File: src/hw/rtl/pbb_pkg.sv
package pbb_pkg;

  // Field widths
  localparam int unsigned CoordW  = 32;
  localparam int unsigned SizeW   = 31;
  localparam int unsigned MatW    = 16;
  localparam int unsigned RowW    = 3 * MatW;
  localparam int unsigned AbsW    = 16;
  localparam int unsigned ProdW   = AbsW + SizeW;
  localparam int unsigned SumW    = ProdW + 2;
  localparam int unsigned RoundSh = 15;
  localparam int unsigned ExtW    = SumW - RoundSh;
  localparam int unsigned WideW   = ExtW + 2;

  localparam logic [SumW-1:0] RoundAdd = SumW'((1 << RoundSh) - 1);

  typedef logic signed [CoordW-1:0] coord_t;
  typedef logic [SizeW-1:0]         size_t;
  typedef logic [RowW-1:0]          row_t;
  typedef logic [AbsW-1:0]          mag_t;
  typedef logic [ProdW-1:0]         prod_t;
  typedef logic [ExtW-1:0]          ext_t;

  // Per-stage load enables, derived from the valid bits and the output stall
  typedef struct packed {
    logic en1;
    logic en2;
    logic en3;
    logic en4;
  } pipe_ctl_t;

  // Magnitude of a signed Q2.14 entry (the most negative code gives 2.0)
  function automatic mag_t abs_q214(input logic [MatW-1:0] v);
    logic [MatW:0] neg;
    neg = (MatW+1)'(1 << MatW) - {1'b0, v};
    return v[MatW-1] ? neg[AbsW-1:0] : v;
  endfunction

  // Clamp a wide signed value to the signed 32-bit range
  function automatic coord_t sat_coord(input logic signed [WideW-1:0] v);
    logic fits;
    fits = (&v[WideW-1:CoordW-1]) || !(|v[WideW-1:CoordW-1]);
    if (fits) begin
      return v[CoordW-1:0];
    end else if (v[WideW-1]) begin
      return {1'b1, {(CoordW-1){1'b0}}};
    end else begin
      return {1'b0, {(CoordW-1){1'b1}}};
    end
  endfunction

endpackage

File: src/hw/rtl/pbb_bound.sv
module pbb_bound (
  input  logic               clk_i,
  input  pbb_pkg::pipe_ctl_t ctl_i,
  input  pbb_pkg::coord_t    pos_i,
  input  pbb_pkg::ext_t      ext_i,
  output pbb_pkg::coord_t    min_o,
  output pbb_pkg::coord_t    max_o
);

  logic signed [pbb_pkg::WideW-1:0] pos_w, ext_w, lo, hi;
  pbb_pkg::coord_t min_q, min_d, max_q, max_d;

  // Widen, offset by the extent, clamp
  always_comb begin
    pos_w = {{(pbb_pkg::WideW-pbb_pkg::CoordW){pos_i[pbb_pkg::CoordW-1]}}, pos_i};
    ext_w = {{(pbb_pkg::WideW-pbb_pkg::ExtW){1'b0}}, ext_i};
    lo    = pos_w - ext_w;
    hi    = pos_w + ext_w;
    min_d = pbb_pkg::sat_coord(lo);
    max_d = pbb_pkg::sat_coord(hi);
  end

  // Stage 4: output register
  always_ff @(posedge clk_i) begin
    if (ctl_i.en4) begin
      min_q <= min_d;
      max_q <= max_d;
    end
  end

  assign min_o = min_q;
  assign max_o = max_q;

endmodule

File: config.mk
export PLATFORM = sky130hd
export DESIGN_NAME = pbb_bound
export DESIGN_NICKNAME = d
export VERILOG_FILES = /design/src/hw/rtl/pbb_pkg.sv /design/src/hw/rtl/pbb_bound.sv
export SDC_FILE = /design/constraint.sdc
export NUM_CORES = 1
export LEC_CHECK = 0
export ABC_AREA = 1
export ABC_CLOCK_PERIOD_IN_PS = 3600
export BUFFER_PORTS_ARGS = -buffer_cell sky130_fd_sc_hd__buf_2
export CORE_MARGIN = 3
export CORE_UTILIZATION = 58
export CTS_CLUSTER_DIAMETER = 40
export CTS_CLUSTER_SIZE = 8
export DETAILED_ROUTE_END_ITERATION = 16
export PLACE_DENSITY = 0.83
export SETUP_SLACK_MARGIN = 0.05
export SYNTH_ARGS = -nofsm -noshare
export SYNTH_HDL_FRONTEND = slang
export SYNTH_SLANG_ARGS = --single-unit
File: constraint.sdc
create_clock -name clk_i -period 3.6 [get_ports clk_i]
set_input_delay 0.72 -clock clk_i [delete_from_list [all_inputs] [get_ports clk_i]]
set_output_delay 0.72 -clock clk_i [all_outputs]
set_load 0.02 [all_outputs]
* Yosys cells after proc, flatten, opt, wreduce, memory -nomap -nowiden *
Index checks and enable logic that the tools add are counted.

word-level totals
  register bits = 64
  bits of input ports = 71
  output and inout port bits = 64
  word-level logic and storage cells = 16

operators by class
  $add $sub $neg = 2
  multiplexer cells = 4
  reductions and logical operators = 8

operators by type and width
  cell              number
  $mux 32           4
  $add 32x35->36    1
  $sub 32x35->36    1
  $reduce_and 5->1  2
  $reduce_or 5->1   2
  $logic_not 1->1   2
  $logic_or 1x1->1  2

* Depth between registers and ports, before layout *
  depth after elaboration = 5
  gate-level depth with buffers = 22
  gate-level depth less buffers = 19

* Least setup slack after synthesis *
No wires, ideal clock.

  kind = input to register
  start = in pos_i[0]
  end = reg min_q[13], in the netlist min_o[13], data pin
  library setup time = 256 ps
  arrival = 2605 ps
  data required time = 3344 ps
  path slack = 740 ps
  cell stages on the path = 20
  path buffers = 1
  cells stage by stage = inv_1 ha_1 fa_1 inv_1 nand3_1 nand3_1 nand2_1 nand2_1 nand2_1 nand2_1 nand2_1 nand2_1 nand2_1 nand2_1 inv_1 nor2_1 nand2_1 nand2_2 buf_4 nand2_1

on the way
  cells in the longest elaborated chain, start to end = 5
  elaborated cells between the ends (all ways) = 7
  those cells by class = 1 x add/sub; 2 x mux; 4 x reduce/logical

ends and longest elaborated chain
  element                 line             source
  start: declaration      pbb_bound.sv:4   input pbb_pkg::coord_t pos_i,
  $sub 32x35->36 (*)      pbb_bound.sv:17  lo = pos_w - ext_w;
  $reduce_or 5->1         pbb_pkg.sv:42    fits = (&v[WideW-1:CoordW-1]) || !(|v[WideW-1:CoordW-1]);
  $logic_not 1->1         pbb_pkg.sv:42
  $logic_or 1x1->1        pbb_pkg.sv:42
  $mux 32 (*)             pbb_pkg.sv:43    if (fits) begin
  via min_d[13]           pbb_bound.sv:11  pbb_pkg::coord_t min_q, min_d, max_q, max_d;
  end signal: assignment  pbb_bound.sv:26  min_q <= min_d;
  end: declaration        pbb_bound.sv:11

The timed path passes the listed nets; every way through them passes the cells marked *.
A chain may end at the register's enable or synchronous reset.

* Final worst setup path *
  start = in pos_i[0]
  end = reg min_q[20], in the netlist min_o[20], data pin

The elaborated chain is that of the path after synthesis.

==> impl_metrics.csv <==
group,metric,value,unit
outcome,status,"finished, final reports clean",
setup_path,crit_path_end_kind,"flop",
sta,finalHoldViolCount,0,
global_route,grt_pass1_wl,33200,microns
detailed_routing,initialDrtViolationCount,697,
clock_network,clock-root-buffer,"clkbuf_16",
place,gp_congestion,0.9669,
floorplanning,core_area,0.01221,sq mm
finish,n_antenna_cell,0,
synth,yosys.cell_types.count,42,
sta,finalCritPeriodShare,84.55,%
global_route,antenna_found_initial,0,
clock_network,clk_path_buf_depth,2,
global_route,grt_pass1_vias,6713,
clock_network,clkTransAtPathRegs,0.05,ns
detailed_routing,dr.pass1.iters,5,
detailed_routing,route.detailed.drc,0,
setup_path,cp-start-kind,"input port",
synth,synthCells,1112,
global_route,grt_util_all_layers,29.35,%
floorplanning,fp.dieH,118.6,microns
floorplanning,ios,135,
sta,max-slew-margin-rel,49.31,%
global_route,grt_max_degree,65,
finish,fillCellCount,1153,
clock_network,cts-buffers-inserted,9,
sta,setup_viol,0,
setup_path,worstSetupPathType,"input port to flop",
synth,ys_warn_count,0,
synth,synth_nets,1254,
synth,syn_avg_cell_area,6.612,sq um
clock_network,htree_levels,3,
place,io_buffer_count,131,
detailed_routing,detail_route.wl_per_cell,14.90,microns
finish,drive_above_1_share,17.34,%
setup_path,worstPathMaxFanout,31,
finish,fin_util,68.66,%
sta,rsz0062_at_grt,"no",
power_and_ir_drop,power_density,374.2,mW/mm^2
floorplanning,rows,40,
floorplanning,start_util,60.20,%
power_and_ir_drop,finalPower,0.003137,W
floorplanning,fp.dieArea,0.01406,sq mm
sta,fin_tns_setup,0,ns
global_route,overflow,0,
clock_network,cts_setup_buffers,0,
place,dp_hpwl,17700,microns
finish,nets,1377,
sta,finalMaxSlewViolations,0,
min_path,min_path_cells,3,
job,cap_violations,0,
min_path,whs_endpoint,"min_o[0]",
min_path,hp-start,"ext_i[0]",
power_and_ir_drop,ir_drop,0.2954,mV
min_path,min_path_type,"input port to flop",
clock_network,cts_tree,"built",
detailed_routing,wirelength,20970,microns
detailed_routing,via_per_inst,5.413,
clock_network,clock_sink_count,64,
sta,fmaxAchievable,328.5,MHz
synth,seq_area_frac_synth,26.14,%
detailed_routing,vias,7621,
power_and_ir_drop,power.leakage,4.462,nW
sta,period_needed,3.044,ns
setup_path,worstPathRequired,3.66,ns
synth,ys_seq_elements,64,
synth,netlist_area,0.007352,sq mm
clock_network,postCtsHoldBufs,0,
floorplanning,die_w,118.6,microns
clock_network,ctsResizeCount,0,
sta,worst_pin_slew,0.7604,ns
detailed_routing,ant_nets,0,
setup_path,crit_arrival,3.10,ns
finish,area_growth,14.04,%
## logic make-up after synthesis
family / Yosys count / synth area share (%)
AOI/OAI and AO/OA: 127 / 10.38
xor gates and xnor gates: 49 / 5.837
buffers and inverters: 195 / 11.56
and+or+nand+nor: 606 / 33.80
adders and majority gates: 71 / 12.29
DFF: 64 / 26.14
## cells in the mapped netlist
master    instances  area [sq um]
edfxtp_1         64          1922
xnor2_1           2         17.52
a21o_1            1         7.510
nor2_4            1         11.26
buf_4            14         105.1
nor2_2            8         50.05
inv_1           144         540.5
nand3_2           2         20.02
o21ai_0          17         85.08
a21oi_1          69         345.3
nand2_2          18         112.6
inv_2            18         67.56
o21ai_4           1         16.27
nor3_1           16         80.08
o221ai_1          1         8.760
o21bai_1         15         112.6
nand2_1         387          1453
nor3_2            1         10.01
buf_6             7         78.83
a21boi_1          1         7.510
a21oi_2           7         61.31
a211oi_1          1         7.510
a21oi_4           2         32.53
o21bai_2          1         11.26
nor2_1          105         394.1
ha_1             69         863.3
o21ai_1           3         15.01
nand3_1          58         290.3
o211ai_1          1         7.510
nor4_1            6         37.54
and2_1            1         6.260
a31oi_1           6         37.54
buf_2             9         45.04
nand4_1           1         6.260
or2_2             1         6.260
nand3b_1          1         7.510
clkinv_1          1         3.750
fa_1              2         40.04
o31ai_1           1         7.510
clkbuf_1          1         3.750
xor2_1           47         411.6
clkbuf_2          1         5.000
## power by group
group | leakage [nW] | internal (W) | switching (W)
clock network | 0.122 | 0.000455 | 0.000270
logic | 3.71 | 0.000446 | 0.000967
registers | 0.626 | 0.000971 | 0.0000263
## placed cells by master, fill, tap and decap left out, drive strengths merged, types with 11 or more instances in the layout
master and count:
a21oi 78, nor2 114, xor2 47, ha 69, nand2 405, inv 162, nor3 17, o21ai 21
buf 144, nand3 60, edfxtp 64, clkbuf 11, o21bai 16
## per-layer routing
| layer | GRT usage [%] | part of all wire, % | vias to the layer above |
|---|---|---|---|
| li1 | - | - | 3753 |
| met2 | 41.78 | 40 | 431 |
| met5 | 0 | 0 | - |
| met3 | 3.445 | 11 | 31 |
| met1 | 46.74 | 47 | 3406 |
| met4 | 7.458 | 1.9 | 0 |
## cell type report
class / count / area, sq um / share of cell area, %
Timing Repair Buffer: 144 / 803.3 / 9.581
Tap cell: 168 / 210.2 / 2.507
Sequential cell: 64 / 1922 / 22.92
Clock inverter: 5 / 23.77 / 0.2835
Clock buffer: 11 / 232.7 / 2.776
Inverter: 163 / 611.8 / 7.297
Multi-Input combinational cell: 853 / 4581 / 54.63
## metrics by stage
step	worst slack, ns	instances	area, sq um	hold WS (ns)
2_1_floorplan	0.7397	1112	7352	0.8325
3_3_place_gp	0.3476	1392	8128	1.161
3_5_place_dp	0.2749	1392	8128	1.162
4_1_cts	0.5937	1408	8384	0.8606
5_1_grt	0.2874	1408	8384	0.8777
6_report	0.5561	1408	8384	0.8718
## worst max path at each step
stage	startpoint	to	slack [ns]	cells after the start
floorplan	pos_i[0]	min_o[13]	0.74	20
CTS	pos_i[0]	min_o[20]	0.59	21
global placement	pos_i[0]	min_o[24]	0.35	21
global route	pos_i[0]	min_o[20]	0.29	21
detailed placement	pos_i[0]	min_o[24]	0.27	21
finish	pos_i[0]	min_o[20]	0.56	21
## worst max-delay path, stage by stage
cell	delay [ns]
buf_2	0.09
inv_1	0.04
ha_1	0.21
fa_1	0.38
inv_1	0.12
nand3_1	0.08
nand3_1	0.13
nand2_1	0.07
nand2_1	0.12
nand2_1	0.06
nand2_1	0.13
nand2_1	0.09
nand2_1	0.08
nand2_1	0.05
nand2_1	0.14
inv_1	0.07
nor2_1	0.10
nand2_1	0.09
nand2_2	0.08
buf_12	0.17
nand2_1	0.10
## registers in the layout, indices dropped and copies added (netlist names)
name	flops
max_o	32
min_o	32
Power figures use the tool's default switching activity.
