**src/hw/rtl/pbb_pkg.sv**
```systemverilog
package pbb_pkg;

  // Field widths
  localparam int unsigned CoordW  = 32;
  localparam int unsigned SizeW   = 31;
  localparam int unsigned MatW    = 16;
  localparam int unsigned RowW    = 3 * MatW;
  localparam int unsigned AbsW    = 16;
  localparam int unsigned ProdW   = AbsW + SizeW;
  localparam int unsigned SumW    = ProdW + 2;
  localparam int unsigned RoundSh = 15;
  localparam int unsigned ExtW    = SumW - RoundSh;
  localparam int unsigned WideW   = ExtW + 2;

  localparam logic [SumW-1:0] RoundAdd = SumW'((1 << RoundSh) - 1);

  typedef logic signed [CoordW-1:0] coord_t;
  typedef logic [SizeW-1:0]         size_t;
  typedef logic [RowW-1:0]          row_t;
  typedef logic [AbsW-1:0]          mag_t;
  typedef logic [ProdW-1:0]         prod_t;
  typedef logic [ExtW-1:0]          ext_t;

  // Per-stage load enables, derived from the valid bits and the output stall
  typedef struct packed {
    logic en1;
    logic en2;
    logic en3;
    logic en4;
  } pipe_ctl_t;

  // Magnitude of a signed Q2.14 entry (the most negative code gives 2.0)
  function automatic mag_t abs_q214(input logic [MatW-1:0] v);
    logic [MatW:0] neg;
    neg = (MatW+1)'(1 << MatW) - {1'b0, v};
    return v[MatW-1] ? neg[AbsW-1:0] : v;
  endfunction

  // Clamp a wide signed value to the signed 32-bit range
  function automatic coord_t sat_coord(input logic signed [WideW-1:0] v);
    logic fits;
    fits = (&v[WideW-1:CoordW-1]) || !(|v[WideW-1:CoordW-1]);
    if (fits) begin
      return v[CoordW-1:0];
    end else if (v[WideW-1]) begin
      return {1'b1, {(CoordW-1){1'b0}}};
    end else begin
      return {1'b0, {(CoordW-1){1'b1}}};
    end
  endfunction

endpackage

```
**src/hw/rtl/pbb_axis_ext.sv**
```systemverilog
module pbb_axis_ext (
  input  logic                clk_i,
  input  pbb_pkg::pipe_ctl_t  ctl_i,
  input  logic                mode_i,
  input  pbb_pkg::size_t      radius_i,
  input  pbb_pkg::size_t      size_x_i,
  input  pbb_pkg::size_t      size_y_i,
  input  pbb_pkg::size_t      size_z_i,
  input  pbb_pkg::row_t       row_i,
  output pbb_pkg::ext_t       ext_o
);

  pbb_pkg::mag_t  mag_q  [3];
  pbb_pkg::size_t size_q [3];
  pbb_pkg::prod_t prod_q [3];
  logic           mode1_q, mode2_q;
  pbb_pkg::size_t rad1_q, rad2_q;
  pbb_pkg::ext_t  ext_q, ext_d;

  logic [pbb_pkg::SumW-1:0] sum;

  // Stage 1: take entry magnitudes, hold extents
  always_ff @(posedge clk_i) begin
    if (ctl_i.en1) begin
      for (int j = 0; j < 3; j++) begin
        mag_q[j] <= pbb_pkg::abs_q214(row_i[j*pbb_pkg::MatW +: pbb_pkg::MatW]);
      end
      size_q[0] <= size_x_i;
      size_q[1] <= size_y_i;
      size_q[2] <= size_z_i;
      mode1_q   <= mode_i;
      rad1_q    <= radius_i;
    end
  end

  // Stage 2: one 16x31 product per matrix column
  always_ff @(posedge clk_i) begin
    if (ctl_i.en2) begin
      for (int j = 0; j < 3; j++) begin
        prod_q[j] <= pbb_pkg::ProdW'(mag_q[j]) * pbb_pkg::ProdW'(size_q[j]);
      end
      mode2_q <= mode1_q;
      rad2_q  <= rad1_q;
    end
  end

  // Stage 3: sum, round up to Q16.16, pick sphere radius or box extent
  always_comb begin
    sum = pbb_pkg::SumW'(prod_q[0]) + pbb_pkg::SumW'(prod_q[1])
        + pbb_pkg::SumW'(prod_q[2]) + pbb_pkg::RoundAdd;
    ext_d = mode2_q ? sum[pbb_pkg::SumW-1:pbb_pkg::RoundSh] : pbb_pkg::ExtW'(rad2_q);
  end

  always_ff @(posedge clk_i) begin
    if (ctl_i.en3) begin
      ext_q <= ext_d;
    end
  end

  assign ext_o = ext_q;

endmodule

```
**config.mk**
```make
export PLATFORM = sky130hd
export DESIGN_NAME = pbb_axis_ext
export DESIGN_NICKNAME = d
export VERILOG_FILES = /design/src/hw/rtl/pbb_pkg.sv /design/src/hw/rtl/pbb_axis_ext.sv
export SDC_FILE = /design/constraint.sdc
export NUM_CORES = 2
export LEC_CHECK = 0
export ABC_AREA = 1
export BUFFER_PORTS_ARGS = -buffer_cell sky130_fd_sc_hd__buf_2
export CAP_MARGIN = 20
export CORE_MARGIN = 2
export CORE_UTILIZATION = 60
export DETAILED_ROUTE_END_ITERATION = 10
export GPL_TIMING_DRIVEN = 0
export HOLD_SLACK_MARGIN = 0.12
export PLACE_DENSITY = 0.8
export SLEW_MARGIN = 15
export SYNTH_ARGS = -nofsm -noshare
export SYNTH_HDL_FRONTEND = slang
export SYNTH_SLANG_ARGS = --single-unit
```
**constraint.sdc**
```tcl
create_clock -name clk_i -period 5.6 [get_ports clk_i]
set_clock_uncertainty 0.2 [all_clocks]
set_input_delay 1.4 -clock clk_i [delete_from_list [all_inputs] [get_ports clk_i]]
set_output_delay 1.4 -clock clk_i [all_outputs]
set_load 0.005 [all_outputs]
```
Yosys cells after proc, flatten, opt, wreduce, memory -nomap -nowiden. Memory sizes are Yosys's and may differ from the RTL's. Index checks and enable logic that the tools add are counted.

Register bits after elaboration: 98. Bits in writable memories: 282. Input bits: 178. Output and inout port bits: 34. Logic and storage cells: 26. Memories kept: 3.

$add $sub $neg: 6. $mul: 3. Multiplexer cells: 8.

Memories: prod_q (words 3, width 47, read ports 3, clocked after Yosys merged registers in 0, write ports 3, RTL line pbb_axis_ext.sv:15) `pbb_pkg::prod_t prod_q [3];`; size_q (words 3, width 31, read ports 3, clocked after Yosys merged registers in 0, write ports 3, RTL line pbb_axis_ext.sv:14) `pbb_pkg::size_t size_q [3];`; mag_q (words 3, width 16, read ports 3, clocked after Yosys merged registers in 0, write ports 3, RTL line pbb_axis_ext.sv:13) `pbb_pkg::mag_t mag_q [3];`.

Operators by type and width (count): $mul 16x31->47 (3); $add 48x47->49 (1); $add 49x15->49 const B (1); $add 47x47->48 (1); $mux 16 (3); $sub 1x16->16 const A (3); $mux 31 (1); $mux 1 (4).

Depth between registers and ports, before layout. An unclocked memory read counts as a cell.

Word-level depth: 5. Depth in mapped cells: 28. Mapped depth without buffers: 26.

Least setup slack after synthesis. No wires, ideal clock.

Path kind: flip-flop to flip-flop. From: memory size_q[0][90] (netlist bit). To: memory prod_q[0][135] (netlist bit) (data pin). Setup time: 253 ps. Arrival: 5320 ps. Required time: 5147 ps. Path slack: -173 ps. Cell stages (with the launch flop): 25. Path buffers: 2. Clock period less this slack: 5773 ps. Cell sequence: edfxtp_1 -> clkbuf_1 -> clkbuf_1 -> nand2_1 -> fa_1 -> inv_1 -> fa_1 -> inv_1 -> fa_1 -> inv_1 -> fa_1 -> fa_1 -> inv_1 -> fa_1 -> inv_1 -> ha_1 -> a21oi_1 -> nor2_1 -> nor2_1 -> a21boi_0 -> nor2_1 -> nor3_1 -> nand3_1 -> nand2_1 -> nand2_1.

RTL lines (RTL line): from (decl) (pbb_axis_ext.sv:14); to (decl) (pbb_axis_ext.sv:15).

==> results.cfg <==
[run_status]
outcome = complete, but fails checks
violations = setup timing

[yosys]
synth_compound_area_frac = 0.0398
synth_mux_area_frac = 0
synth_top_flop_cell = edfxtp_1
syn-num-nets = 10212
ys_seq_area_frac = 0.168
async_reset_ff_frac = 0
synth_top_area_cell = fa_1
syn_area_per_cell_um2 = 8.17
yosys_warnings = 0
synth_xor_xnor_area_share = 0.0188
syn_inst = 8323
synth_fa_ha_area_frac = 0.454
ys_ff_latch = 380
synth_edf_count = 380
synth.distinct_cells = 51
yosys.area_share.simple = 0.173
syn_area_mm2 = 0.0680
netlist.area_leader.share = 0.370
netlist_top_cells_area = fa_1, edfxtp_1, inv_1
synth_top_family_by_area = adder cells

[cells_and_area]
layout.nets = 10910
drive_gt1_frac = 0.258
final_cells = 10563
final_area_mm2 = 0.0851
syn_to_final_growth_pct = 25.1
fillers = 7383

[setup_path]
r2r-end = prod_q[0][125]
reg2reg_depth = 21
worst_setup_path_start_kind = flip-flop
crit_path_end_kind = flip-flop
path_max_fanout = 5
critPathKind = reg -> reg
r2r-start = mag_q[0][35]
required_ps = 5790
cp.arrival_ps = 6420
regToRegSetupSlack_ps = -630

[sta]
finalWorstSetupSlack_ps = -632
setup_viol = 105
hold_viol = 0
rsz0062_at_grt = true
max_clock_freq_mhz = 160
drv_slew = 0
tightestPinTransition_ps = 856
period_needed_ps = 6230
relSlewSlack = 0.430
post-route-period-util = 1.11

[die]
rows = 123
initial_utilization = 0.605
core_area_mm2 = 0.112
dieWidth_um = 341
die_h_um = 341
ioPinCount = 212
die-area_mm2 = 0.116

[placement]
io_buffers = 209
dp.cells = 10034
gp_congestion = 0.996
place_hpwl_um = 171000
placed_area_mm2 = 0.0711

[clock_tree]
clockRootBuffer = clkbuf_16
cts_buffers = 47
clockBufferDepth = 3
clk_latency_ps = 670
cts.sinks = 380
cts_tree = yes
clk_pin_slew_ps = 60
cts_htree_levels = 2

[grt]
grt_pass1_vias = 60968
grt_max_degree = 117
antenna_found_initial = 3
grt-ovfl-total = 0
grt_pass1_wl_um = 344000
grt_util_all_layers = 0.392

[min_path]
holdPathEnd = mode2_q
hp-class = reg -> reg
hp-start = mode1_q
holdPathStages = 0

[drt]
first_pass_iters = 11
wire_per_inst_um = 23.5
num_vias = 61132
ant_nets = 0
drc = 0
dr.first_iter.drc_count = 7414
viasPerCell = 5.79
routed_wl_um = 248000

[job]
cap_violations = 0
-- kinds of logic after synthesis --
family / after synthesis
xor+xnor: 146
simple gates: 2945
buf+inv: 2663
flops: 380
fa+ha+maj: 1711
compound gates: 478
-- cells in the mapped netlist (all sizes together) (2+ instances only) --
cell type / instances
inv: 2323
nand2: 2279
fa: 1258
ha: 453
edfxtp: 380
nor2: 380
clkbuf: 339
a21oi: 240
nand3: 160
o21ai: 134
xor2: 96
xnor2: 50
nand4: 46
nor3: 46
o21bai: 24
a21o: 22
o21a: 16
a21boi: 15
nand3b: 15
a31oi: 14
o31ai: 8
nor4: 6
and2: 4
nand2b: 3
or2: 3
nor3b: 2
o211ai: 2
-- worst max-delay path by stage --
stage | start | to | slack [ps] | cells after the start
finish | mag_q[0][35] | prod_q[0][125] | -630 | 21
global route | mag_q[0][38] | prod_q[0][133] | -740 | 25
CTS | mag_q[0][4] | prod_q[0][38] | -380 | 23
detailed placement | size_q[0][2] | prod_q[0][44] | -1250 | 22
global placement | size_q[0][50] | prod_q[0][88] | -1260 | 21
floorplan | size_q[0][82] | prod_q[0][135] | -20 | 22
-- state kept, by name (all words and copies together) (netlist names) --
name     cells
size_q      93
mode2_q      1
mode1_q      1
rad1_q      31
rad2_q      31
ext_o       34
prod_q     141
mag_q       48
-- worst max-delay path, stage by stage, from the launching register on --
cell      delay [ps]
edfxtp_1         520
clkbuf_8         220
buf_6            150
buf_4            110
nand2_1           50
fa_1             480
inv_1             60
fa_1             480
fa_1             530
fa_1             440
fa_1             510
inv_1             50
fa_1             480
inv_1            140
ha_4             390
nand2_2          120
nor2_1           160
inv_2            100
nor2_4           330
nand3_2          180
nand2_2          150
xor2_2           100
-- cell type report --
| cell class | instances | area, µm² | share of cell area |
|---|---|---|---|
| Tap cell | 1500 | 1880 | 0.0221 |
| Sequential cell | 380 | 11400 | 0.134 |
| Buffer | 246 | 2850 | 0.0335 |
| Antenna cell | 4 | 10.0 | 0.000118 |
| Inverter | 2324 | 8760 | 0.103 |
| Clock inverter | 32 | 424 | 0.00498 |
| Multi-Input combinational cell | 5280 | 52700 | 0.619 |
| Timing Repair Buffer | 742 | 5870 | 0.0689 |
| Clock buffer | 55 | 1210 | 0.0142 |
-- repair_timing --
| item | 4_1_cts | 5_1_grt |
|---|---|---|
| resized for setup | 1525 | 876 |
| cloned | 15 | 4 |
| buffers inserted | 361 | 154 |
| pin swaps | 407 | 524 |
| hold buffers | 0 | 0 |
| endpoints found under the setup margin | 113 | 113 |
-- through the flow --
stage	hold slack [ps]	setup WS (ps)	util	setup TNS [ps]
floorplan	200	-21.6	-	-21.6
global placement	203	-1260	0.631	-104520
detailed placement	207	-1250	0.632	-108500
CTS	204	-382	0.719	-21780
global route	225	-740	0.756	-51770
finish	208	-632	0.756	-40880
-- routing by layer --
layer | part of all wire | wire length (µm) | track usage
met5 | 0.000052 | 13 | 0
met4 | 0.078 | 19400 | 0.188
met3 | 0.14 | 34400 | 0.111
met2 | 0.43 | 108000 | 0.601
met1 | 0.35 | 86900 | 0.517
-- layout by cell type (no fill, tap or decap), types with 118 or more instances in the layout --
cell	Yosys	layout
inv_1	2307	2063
nand2_1	2256	2003
nand2_4	3	120
nand2_2	20	148
nor2_1	343	180
nor2_4	1	119
ha_1	453	361
fa_2	0	123
fa_1	1258	1135
a21oi_1	229	118
buf_2	0	212
inv_2	16	245
edfxtp_1	380	380
buf_4	0	412
Power is left out: the tool's default activity adds up to more than one toggle a clock period on the data nets, which glitch-free logic cannot reach.
